$ cat src/sv/tiled_texture_decoder_core_assert.svh
// Assertion macros for the texture decoder core RTL
`ifndef TILED_TEXTURE_DECODER_CORE_ASSERT_SVH
`define TILED_TEXTURE_DECODER_CORE_ASSERT_SVH
`ifndef SYNTHESIS
`define TTD_ASSERT_IMP(lbl, ante, cons) \
    lbl: assert property (@(posedge clk) disable iff (!rst_n) (ante) |-> (cons)) \
        else $error("texture decoder assertion failed");
`define TTD_ASSERT_NXT(lbl, ante, cons) \
    lbl: assert property (@(posedge clk) disable iff (!rst_n) (ante) |=> (cons)) \
        else $error("texture decoder assertion failed");
`else
`define TTD_ASSERT_IMP(lbl, ante, cons)
`define TTD_ASSERT_NXT(lbl, ante, cons)
`endif
`endif

$ cat src/sv/ttd_ram.sv
// Generic simple dual-port RAM, read-first, registered read
`timescale 1ns / 1ps
`default_nettype none
module ttd_ram #(
    parameter int WIDTH = 16,
    parameter int DEPTH = 256
) (
    input  wire logic                     clk,
    input  wire logic                     we,
    input  wire logic [$clog2(DEPTH)-1:0] waddr,
    input  wire logic [WIDTH-1:0]         wdata,
    input  wire logic                     re,
    input  wire logic [$clog2(DEPTH)-1:0] raddr,
    output logic      [WIDTH-1:0]         rdata
);
    logic [WIDTH-1:0] mem [DEPTH];

    always_ff @(posedge clk)
    begin
        if (we)
            mem[waddr] <= wdata;
        if (re)
            rdata <= mem[raddr];
    end
endmodule
`default_nettype wire

$ cat config.mk
export PLATFORM = sky130hd
export DESIGN_NAME = ttd_ram
export DESIGN_NICKNAME = d
export VERILOG_FILES = /design/src/sv/tiled_texture_decoder_core_assert.svh /design/src/sv/ttd_ram.sv
export SDC_FILE = /design/constraint.sdc
export NUM_CORES = 2
export LEC_CHECK = 0
export BUFFER_PORTS_ARGS = -buffer_cell sky130_fd_sc_hd__buf_2
export CORE_MARGIN = 2
export CORE_UTILIZATION = 60
export DETAILED_ROUTE_END_ITERATION = 12
export GPL_TIMING_DRIVEN = 0
export PLACE_DENSITY = 0.76
export SYNTH_ARGS = -nofsm -noshare
export SYNTH_HDL_FRONTEND = slang
export SYNTH_SLANG_ARGS = --single-unit
$ cat constraint.sdc
create_clock -name clk -period 2.94 [get_ports clk]
set_clock_uncertainty 0.05 [all_clocks]
set_input_delay 0.147 -clock clk [delete_from_list [all_inputs] [get_ports clk]]
set_output_delay 0.147 -clock clk [all_outputs]
set_load 0.005 [all_outputs]
==> flow_summary_export.csv <==
group,metric,value,unit
status,status,"complete, but fails checks",
status,violations,"antenna rules, setup timing",
placement,gp_congestion,1.11,
drt,wl_per_cell,41.4,um
final_layout,area_growth,15.2,%
critical_path,crit_arrival,3.81,ns
critical_path,cp_top_family,"buffers and inverters",
final_layout,finalNetCount,8059,
floorplan,coreArea,263000,um2
critical_path,critical_path.max_fanout,10,
floorplan,rows,188,
drt,viasPerCell,7.31,
final_layout,final_util,69.6,%
synth,synth.cell_area,159000,um2
global_route,grt_overflow_total,0,
final_layout,n_fill_cell,15100,
placement,io_buffers,40,
sta,setup_ws,-0.300,ns
sta,layout_min_cycle_time,3.24,ns
floorplan,boundaryPins,51,
clocking,clock_latency,0.98,ns
sta,setup_violations,156,
critical_path,worstPathRequired,3.51,ns
final_layout,multi_input_area,34600,um2
critical_path,crit_slowest_cell,"clkbuf_1",
critical_path,endpoint_kind,"flop",
sta,hold_viol,0,
clocking,clkSlewWorstSetupHoldPaths,0.06,ns
critical_path,crit_buf_inv,4,
clocking,h-tree-depth,5,
clocking,cts_tree,"done",
global_route,met2_usage,51.9,%
drt,num_vias,86800,
global_route,grt-busiest-layer,"met2",
floorplan,die-area,269000,um2
critical_path,crit_type,"input pin to flop",
clocking,clock-sinks,4112,
placement,hpwlAfterDp,319,mm
global_route,use_met3,15.9,%
final_layout,layout-drive-gt1-share,29.3,%
global_route,grt_usage,36.3,%
floorplan,start_util,60.4,%
placement,place_area,168000,um2
global_route,grt_antenna_before_repair,33,
sta,worstMarginPinSlew,1.23,ns
critical_path,start_kind,"input pin",
drt,first_pass_iters,11,
power,powerDensity,683,nW/um2
drt,drt_wl_total,492,mm
power,leakagePower,58.1,nW
clocking,cts-buffers-inserted,401,
drt,ant_nets,1,
synth,netlist_instances,7360,
critical_path,path_cells,"clkbuf_4 > inv_1 > buf_2 > clkbuf_1 > o221ai_1 > o22ai_1 > a22oi_1 > nand3_1 > nor4_4",
floorplan,die_h,519,um
synth,synth_seq_cells,4112,
drt,first_iter_violations,16100,
final_layout,postLayoutCellArea,183000,um2
sta,relSlewSlack,18.0,%
sta,period_share,110,%
clocking,clock_path_buffers,4,
synth,yosys_warnings,0,
synth,yosysSeqAreaShare,77.7,%
synth,synthesis.nets,7395,
job,drv_cap,0,
power,max-vdd-ir-drop,0.564,mV
global_route,grt_pass1_wl,671,mm
global_route,grt_max_degree,149,
global_route,first_global_vias,84300,
global_route,met1_usage,46.7,%
synth,synth_cell_types,51,
worst_hold_path,min_path_type,"input pin to flop",
placement,pre_cts_slack,-3.51,ns
sta,slew_violations,0,
final_layout,seqCellArea,123000,um2
sta,fmax,0.309,GHz
clocking,cts_root_buffer,"clkbuf_16",
clocking,postCtsSetupBuffers,0,
floorplan,dieWidth,519,um
synth,avgSynthCellArea,21.6,um2
critical_path,slowest_delay,0.93,ns
drt,drc_errors,0,
sta,holdWs,0.0451,ns
[worst register-to-register path: cells and delay by family (launching register included)]
kind,cells,cell delay [ns]
AOI/OAI and AO/OA,2,1.10
and+or+nand+nor,2,0.35
muxes,2,0.78
DFF,1,0.40
[layout make-up]
cell class | instances | area share (%)
Sequential cell | 4112 | 67.4
Multi-Input combinational cell | 2792 | 18.9
Clock buffer | 467 | 5.64
Tap cell | 3515 | 2.40
Timing Repair Buffer | 262 | 2.30
Buffer | 451 | 1.66
Clock inverter | 255 | 1.63
Antenna cell | 24 | 0.0328
Inverter | 4 | 0.00957
[cell usage after synthesis (all sizes together)]
cell type  instances  area share (%)
nand3b             1          0.0047
a211oi            18           0.085
o31ai             16           0.076
and2               2          0.0079
a221oi            28            0.15
mux2i            565             3.6
nor4bb             2           0.013
a21o               2          0.0094
mux4             797              11
nand3             35            0.11
a31oi              6           0.024
a22o              32            0.18
mux2              88            0.62
nor2b              9           0.035
and3              11           0.043
o21ai             38            0.12
a21oi            175            0.55
nand2             38           0.090
clkbuf           230            0.54
a2111oi            6           0.033
or4b               1          0.0063
nor3b              1          0.0047
o22ai            148            0.58
and4               2           0.011
nand4b             3           0.017
or3b               1          0.0055
nor2             304            0.72
or3                2          0.0079
a22oi             43            0.20
nor3              92            0.29
o221ai           253             1.4
nand4             26            0.10
buf              222             1.1
edfxtp          4112              78
nand2b             3           0.012
or2                5           0.020
o32ai             21            0.12
inv                4          0.0094
nor4              18           0.075
[path summary, 6_finish.rpt]
kind                            cells after the start  slack, ns        start           to
worst max-delay path                                9      -0.30     raddr[4]     rdata[0]
worst min-delay path                                3       0.05     waddr[6]  mem[211][0]
worst max register to register                      6      -0.07    mem[2][3]     rdata[3]
worst min register to register                      5       1.18  mem[216][4]     rdata[4]
[state kept, by name, summed over array words and instances (netlist names)]
name   cells
mem     4096
rdata     16
[per-layer routing]
metal,part of all wire (%),wire [um]
met5,0.070,342
met3,17,81600
met4,7.2,35600
met1,33,160000
met2,43,214000
[cell usage in the layout (no fill, tap or decap), drive strengths merged, types with 32 or more instances in the layout]
| master | synthesis | layout |
|---|---|---|
| mux4 | 797 | 797 |
| nand2 | 38 | 38 |
| a22o | 32 | 32 |
| clkinv | 0 | 175 |
| nor2 | 304 | 304 |
| nand3 | 35 | 35 |
| a22oi | 43 | 43 |
| nor3 | 92 | 92 |
| buf | 222 | 468 |
| clkbuf | 230 | 689 |
| mux2i | 565 | 565 |
| bufinv | 0 | 58 |
| o22ai | 148 | 148 |
| o21ai | 38 | 38 |
| a21oi | 175 | 175 |
| mux2 | 88 | 88 |
| edfxtp | 4112 | 4112 |
| o221ai | 253 | 253 |
[kinds of logic (layout without fill, tap and decap cells)]
kind of cell	after synthesis	in the layout	share of synthesized area, %
AOI/OAI and AO/OA	786	786	3.53
buffers and inverters	456	1439	1.69
DFF	4112	4112	77.7
muxes	1450	1450	15.5
other	0	24	0
and+or+nand+nor	556	556	1.57
[per-stage QoR]
stage	power [mW]	std cells	setup TNS, ns
CTS	124	11900	-0.00424
detailed placement	72.7	11100	-861.51
floorplan	69.1	7360	0
global route	127	11900	-0.113
finish	125	11900	-7.07
global placement	72.5	10900	-
[what timing repair did]
action / CTS / global route
endpoints found under the hold margin: 1841 / 0
endpoints found under the setup margin: 74 / 40
resized for setup: 326 / 123
pin swaps: 0 / 10
hold buffers: 17 / 0
[report_power, final]
group	internal [mW]	total (mW)	switching (mW)
Sequential	64.7	64.7	0.0532
Combinational	2.29	7.47	5.18
Clock	30.3	52.8	22.5
No activity file was read; power rests on OpenSTA's default activity.
