==> config.mk <==
export PLATFORM = sky130hd
export DESIGN_NAME = ttd_pixel_decode
export DESIGN_NICKNAME = d
export VERILOG_FILES = /design/src/sv/tiled_texture_decoder_core_assert.svh /design/src/sv/ttd_pkg.sv /design/src/sv/ttd_pixel_decode.sv
export SDC_FILE = /design/constraint.sdc
export NUM_CORES = 1
export LEC_CHECK = 0
export ABC_AREA = 0
export BUFFER_PORTS_ARGS = -buffer_cell sky130_fd_sc_hd__buf_2
export CORE_MARGIN = 5
export CORE_UTILIZATION = 48
export DETAILED_ROUTE_END_ITERATION = 12
export PLACE_DENSITY = 0.71
export RECOVER_POWER = 50
export REMOVE_ABC_BUFFERS = 1
export SLEW_MARGIN = 20
export SYNTH_ARGS = -nofsm -noshare
export SYNTH_HDL_FRONTEND = slang
export SYNTH_SLANG_ARGS = --single-unit
export TNS_END_PERCENT = 5
==> constraint.sdc <==
create_clock -name vclk -period 16.7
set_input_delay 4.175 -clock vclk [all_inputs]
set_output_delay 4.175 -clock vclk [all_outputs]
set_load 0.1 [all_outputs]
==> src/sv/tiled_texture_decoder_core_assert.svh <==
// Assertion macros for the texture decoder core RTL
`ifndef TILED_TEXTURE_DECODER_CORE_ASSERT_SVH
`define TILED_TEXTURE_DECODER_CORE_ASSERT_SVH
`ifndef SYNTHESIS
`define TTD_ASSERT_IMP(lbl, ante, cons) \
    lbl: assert property (@(posedge clk) disable iff (!rst_n) (ante) |-> (cons)) \
        else $error("texture decoder assertion failed");
`define TTD_ASSERT_NXT(lbl, ante, cons) \
    lbl: assert property (@(posedge clk) disable iff (!rst_n) (ante) |=> (cons)) \
        else $error("texture decoder assertion failed");
`else
`define TTD_ASSERT_IMP(lbl, ante, cons)
`define TTD_ASSERT_NXT(lbl, ante, cons)
`endif
`endif

==> src/sv/ttd_pkg.sv <==
// Types, constants and colour helpers for the tiled texture decoder
`timescale 1ns / 1ps
`default_nettype none
package ttd_pkg;

    localparam int MAX_WIDTH     = 1024;
    localparam int MAX_HEIGHT    = 1024;
    localparam int PALETTE_DEPTH = 256;
    localparam int PAL_AW        = $clog2(PALETTE_DEPTH);
    localparam int DIM_W         = 11;
    localparam int POS_W         = 12;
    localparam int COORD_W       = 10;

    typedef enum logic [3:0] {
        FMT_I4     = 4'd0,
        FMT_I8     = 4'd1,
        FMT_IA4    = 4'd2,
        FMT_IA8    = 4'd3,
        FMT_RGB565 = 4'd4,
        FMT_RGB5A3 = 4'd5,
        FMT_RGBA8  = 4'd6,
        FMT_C4     = 4'd7,
        FMT_C8     = 4'd8,
        FMT_CMPR   = 4'd9
    } texel_fmt_t;

    typedef enum logic [1:0] {
        PAL_IA8    = 2'd0,
        PAL_RGB565 = 2'd1,
        PAL_RGB5A3 = 2'd2,
        PAL_BLACK  = 2'd3
    } pal_fmt_t;

    typedef enum logic [1:0] {
        REG_TEXEL_FORMAT   = 2'd0,
        REG_PALETTE_FORMAT = 2'd1,
        REG_IMAGE_WIDTH    = 2'd2,
        REG_IMAGE_HEIGHT   = 2'd3
    } reg_index_t;

    localparam logic CMD_DATA    = 1'b0;
    localparam logic CMD_PALETTE = 1'b1;

    typedef struct packed {
        logic [7:0] r;
        logic [7:0] g;
        logic [7:0] b;
        logic [7:0] a;
    } rgba_t;

    typedef struct packed {
        logic       present;
        logic [2:0] dx;
        logic [2:0] dy;
    } pix_off_t;

    typedef struct packed {
        logic [3:0]         fmt;
        logic [COORD_W-1:0] x;
        logic [COORD_W-1:0] y;
        logic [15:0]        raw;
        logic [15:0]        c1;
        logic [1:0]         sel;
        logic [15:0]        ar;
        logic               last_item;
        logic               last_image;
    } pix_stage_t;

    typedef logic [31:0][7:0] tab5_t;
    typedef logic [63:0][7:0] tab6_t;
    typedef logic [7:0][7:0]  tab3_t;

    function automatic tab5_t build_scale5();
        tab5_t t;
        for (int i = 0; i < 32; i++)
            t[i] = 8'((i * 255) / 31);
        return t;
    endfunction

    function automatic tab6_t build_scale6();
        tab6_t t;
        for (int i = 0; i < 64; i++)
            t[i] = 8'((i * 255) / 63);
        return t;
    endfunction

    function automatic tab3_t build_scale3();
        tab3_t t;
        for (int i = 0; i < 8; i++)
            t[i] = 8'((i * 255) / 7);
        return t;
    endfunction

    localparam tab5_t SCALE5 = build_scale5();
    localparam tab6_t SCALE6 = build_scale6();
    localparam tab3_t SCALE3 = build_scale3();

    function automatic rgba_t from_565(input logic [15:0] v);
        rgba_t c;
        c.r = SCALE5[v[15:11]];
        c.g = SCALE6[v[10:5]];
        c.b = SCALE5[v[4:0]];
        c.a = 8'hFF;
        return c;
    endfunction

    function automatic rgba_t from_5a3(input logic [15:0] v);
        rgba_t c;
        if (v[15])
        begin
            c.r = SCALE5[v[14:10]];
            c.g = SCALE5[v[9:5]];
            c.b = SCALE5[v[4:0]];
            c.a = 8'hFF;
        end
        else
        begin
            c.r = {v[11:8], v[11:8]};
            c.g = {v[7:4], v[7:4]};
            c.b = {v[3:0], v[3:0]};
            c.a = SCALE3[v[14:12]];
        end
        return c;
    endfunction

    // floor(v / 3) for v below 768
    function automatic logic [7:0] div3(input logic [9:0] v);
        logic [19:0] p;
        p = 20'(v) * 20'd683;
        return p[18:11];
    endfunction

    function automatic logic [DIM_W-1:0] clamp_dim(input logic [DIM_W-1:0] v,
                                                   input logic [DIM_W-1:0] lim);
        logic [DIM_W-1:0] r;
        if (v == '0)
            r = DIM_W'(1);
        else if (v > lim)
            r = lim;
        else
            r = v;
        return r;
    endfunction

    function automatic pix_off_t pix_offset(input logic [3:0] fmt,
                                            input logic [2:0] k,
                                            input logic [3:0] i);
        pix_off_t o;
        o = '0;
        case (fmt)
            FMT_I4, FMT_C4:
            begin
                o.present = 1'b1;
                o.dx      = i[2:0];
                o.dy      = {k[1:0], i[3]};
            end
            FMT_I8, FMT_IA4, FMT_C8:
            begin
                o.present = !i[3];
                o.dx      = i[2:0];
                o.dy      = {1'b0, k[1:0]};
            end
            FMT_IA8, FMT_RGB565, FMT_RGB5A3:
            begin
                o.present = (i[3:2] == 2'b00);
                o.dx      = {1'b0, i[1:0]};
                o.dy      = {1'b0, k[1:0]};
            end
            FMT_RGBA8:
            begin
                o.present = (i[3:2] == 2'b00) && k[2];
                o.dx      = {1'b0, i[1:0]};
                o.dy      = {1'b0, k[1:0]};
            end
            FMT_CMPR:
            begin
                o.present = 1'b1;
                o.dx      = {k[0], i[1:0]};
                o.dy      = {k[1], i[3:2]};
            end
            default:
            begin
                o = '0;
            end
        endcase
        return o;
    endfunction

endpackage
`default_nettype wire

==> src/sv/ttd_pixel_decode.sv <==
// Colour decode of one staged pixel into RGBA8
`timescale 1ns / 1ps
`default_nettype none
module ttd_pixel_decode (
    input  wire logic [3:0]    fmt,
    input  wire logic [1:0]    pal_fmt,
    input  wire logic [15:0]   raw,
    input  wire logic [15:0]   c1,
    input  wire logic [1:0]    sel,
    input  wire logic [15:0]   ar,
    input  wire logic [15:0]   pal_word,
    output ttd_pkg::rgba_t     color
);
    import ttd_pkg::*;

    rgba_t pal_color;
    rgba_t p0;
    rgba_t p1;
    rgba_t mix;
    logic  gt;

    always_comb
    begin
        case (pal_fmt)
            PAL_IA8:    pal_color = '{pal_word[7:0], pal_word[7:0], pal_word[7:0],
                                      pal_word[15:8]};
            PAL_RGB565: pal_color = from_565(pal_word);
            PAL_RGB5A3: pal_color = from_5a3(pal_word);
            default:    pal_color = '{8'h00, 8'h00, 8'h00, 8'hFF};
        endcase
    end

    // DXT1 third/fourth entries; sel[0] picks double-weight end, or midpoint/black
    function automatic logic [7:0] blend(input logic [7:0] a, input logic [7:0] b,
                                         input logic g, input logic s);
        logic [7:0] u;
        logic [7:0] v;
        logic [8:0] half;
        u    = s ? b : a;
        v    = s ? a : b;
        half = 9'(a) + 9'(b);
        if (g)
            return div3(10'({u, 1'b0}) + 10'(v) + 10'd1);
        else if (s)
            return 8'h00;
        else
            return half[8:1];
    endfunction

    always_comb
    begin
        p0    = from_565(raw);
        p1    = from_565(c1);
        gt    = raw > c1;
        mix.r = blend(p0.r, p1.r, gt, sel[0]);
        mix.g = blend(p0.g, p1.g, gt, sel[0]);
        mix.b = blend(p0.b, p1.b, gt, sel[0]);
        mix.a = (gt || !sel[0]) ? 8'hFF : 8'h00;
    end

    always_comb
    begin
        case (fmt)
            FMT_I4:     color = '{{raw[3:0], raw[3:0]}, {raw[3:0], raw[3:0]},
                                  {raw[3:0], raw[3:0]}, 8'hFF};
            FMT_I8:     color = '{raw[7:0], raw[7:0], raw[7:0], 8'hFF};
            FMT_IA4:    color = '{{raw[3:0], raw[3:0]}, {raw[3:0], raw[3:0]},
                                  {raw[3:0], raw[3:0]}, {raw[7:4], raw[7:4]}};
            FMT_IA8:    color = '{raw[7:0], raw[7:0], raw[7:0], raw[15:8]};
            FMT_RGB565: color = from_565(raw);
            FMT_RGB5A3: color = from_5a3(raw);
            FMT_RGBA8:  color = '{ar[7:0], raw[15:8], raw[7:0], ar[15:8]};
            FMT_C4, FMT_C8: color = pal_color;
            FMT_CMPR:
            begin
                case (sel)
                    2'd0:    color = p0;
                    2'd1:    color = p1;
                    default: color = mix;
                endcase
            end
            default:    color = '0;
        endcase
    end
endmodule
`default_nettype wire

==> run metrics <==
status=completed; area added between synthesis and finish=7.09%; DRC viols=0; library cells used by synthesis=just over 90; Final ANT Viol Nets=0; hold crit path type=primary input to output port; Crit path largest cell delay=approximately 0.51 ns; Worst path slowest cell=fa_1; initial antenna violation count=2; DP Wirelength=roughly 31000 um; number of hold buffers added after cts=0; fin nets=a little under 2000; CP max FO=18; clk_buf instances=0; PortBufs=104; fraction of layout instances using a drive strength above 1=approximately 10%; most used cell, CP=fa_1; Final min period=16.24 ns; Sequential Area=0 um^2; setup violators final=0; Total GRT Usage=between 20% and 30%; # resized after CTS=0; Die Y=around 160 um; RePlAce Congestion=between 1 and 1.5; Mean Syn Cell Area=around 7.4 um^2; Achievable Freq=between 60 and 70 MHz; Startpoint Class=primary input; Seq/Total Area, Yosys=0%; Critical Path End Type=output port; Ant. Diodes=0; final period utilization=around 97%; Placed Area=roughly 12000 um^2; Levels on crit path=30; Max-cap violations=0; Fin. Hold Viols=0; seq_cells=0; Cell Area, Synth=between 10000 and 15000 um^2; Yosys warning count=0; die area=27200 um^2; critical path's top delay family=compound AO/OA/AOI/OAI gates; Slew headroom=21.0%; hold depth=6; drt first pass iters=7; Routed WL=between 30000 and 40000 um; Worst EP required=~13 ns; Chip Width=about 160 um; num ports=between 100 and 150; global-route wire length before repair=around 60000 um; Buf+Inv Stages, Crit Path=5; Critical Path AT=around 12 ns; starting density of the core=49.0%; Overflow after GRT=0; # Post-CTS Setup Buffers=0; FP Rows=56; initial DRC count=1270; drt wl/cell=about 20 um; largest net degree at the start of global routing=53; fin. max-slew vios=0; Setup TNS=0 ns; DR vias/cell=about 6.2; total number of vias=between 10000 and 15000; Final Cell Area=12300 um^2; vias in the first global route=between 10000 and 15000; Mapped Cells=1555; Worst-Margin Slew=approximately 1.2 ns; Core Box Area=between 20000 and 25000 um^2; Crit Path Category=primary input to output port; unrepaired setup endpoints after global routing=no
[Yosys cell counts, drive strengths merged, types with 12 or more instances]
cell,instances,area [um^2]
and2,12,76.3
ha,233,2920
o21bai,15,113
a31oi,16,113
buf,21,121
nor2,90,338
mux2i,16,160
nand3,32,160
inv,173,649
nand2b,20,125
o21ai,130,654
o211ai,21,163
nand2,115,432
a21o,28,211
nor3,24,136
o22ai,18,113
a221oi,17,149
o21a,13,97.6
or2,12,75.1
nand4,12,81.3
fa,66,1320
clkbuf,63,258
xnor2,51,469
a222oi,13,130
a21oi,147,743
xor2,25,219
nor2b,28,178
a22oi,16,120
[per-layer routing]
metal	up-vias	wire (um)	track usage (%)
li1	5653	-	-
met1	5577	16000	37.3
met2	571	17300	45.2
met3	88	3240	3.29
met4	4	1120	6.96
met5	-	34	0
[placed cells by master, fill, tap and decap left out, drive strengths merged, types with 17 or more instances in the layout]
cell type,Yosys,routed
a21o,28,28
a21oi,147,147
a221oi,17,17
buf,21,102
fa,66,66
ha,233,233
inv,173,173
nand2,115,115
nand2b,20,20
nand3,32,32
nor2,90,90
nor2b,28,28
nor3,24,24
o211ai,21,21
o21ai,130,130
o22ai,18,18
xnor2,51,51
xor2,25,25
[layout make-up]
| type | count | area [um^2] |
|---|---|---|
| Inverter | 174 | 654 |
| Timing Repair Buffer | 116 | 792 |
| Tap cell | 319 | 399 |
| Fill cell | 2369 | 11200 |
| Multi-Input combinational cell | 1297 | 10500 |
[logic make-up (layout without fill, tap and decap cells)]
| family | Yosys count | in the layout | share of synthesized area (%) |
|---|---|---|---|
| AND/OR/NAND/NOR | 368 | 368 | 15.4 |
| adder cells (fa/ha/maj) | 300 | 300 | 36.8 |
| XOR/XNOR | 78 | 78 | 6.36 |
| buffers and inverters | 258 | 290 | 8.97 |
| multiplexers | 27 | 27 | 2.50 |
| AO/OA/AOI/OAI | 524 | 524 | 30.0 |
[stage by stage]
step | setup slack [ns] | hold slack [ns] | utilization [%] | std cells
5_1_grt | 0.0133 | 9.04 | 52.4 | 1906
4_1_cts | 0.521 | 8.88 | 52.5 | 1906
6_report | 0.459 | 9.04 | 52.4 | 1906
3_5_place_dp | 0.553 | 8.88 | 52.5 | 1906
3_3_place_gp | 0.681 | 8.90 | 52.5 | 1906
2_1_floorplan | -0.107 | 8.90 | - | 1471
[path summary, 6_finish.rpt]
check	endpoint	slack (ns)	startpoint
min	color[31]	9.04	ar[7]
max	color[29]	0.46	raw[14]
Power is not shown: default switching activity piles up to over one toggle a cycle in this logic, so the estimate is an artifact.
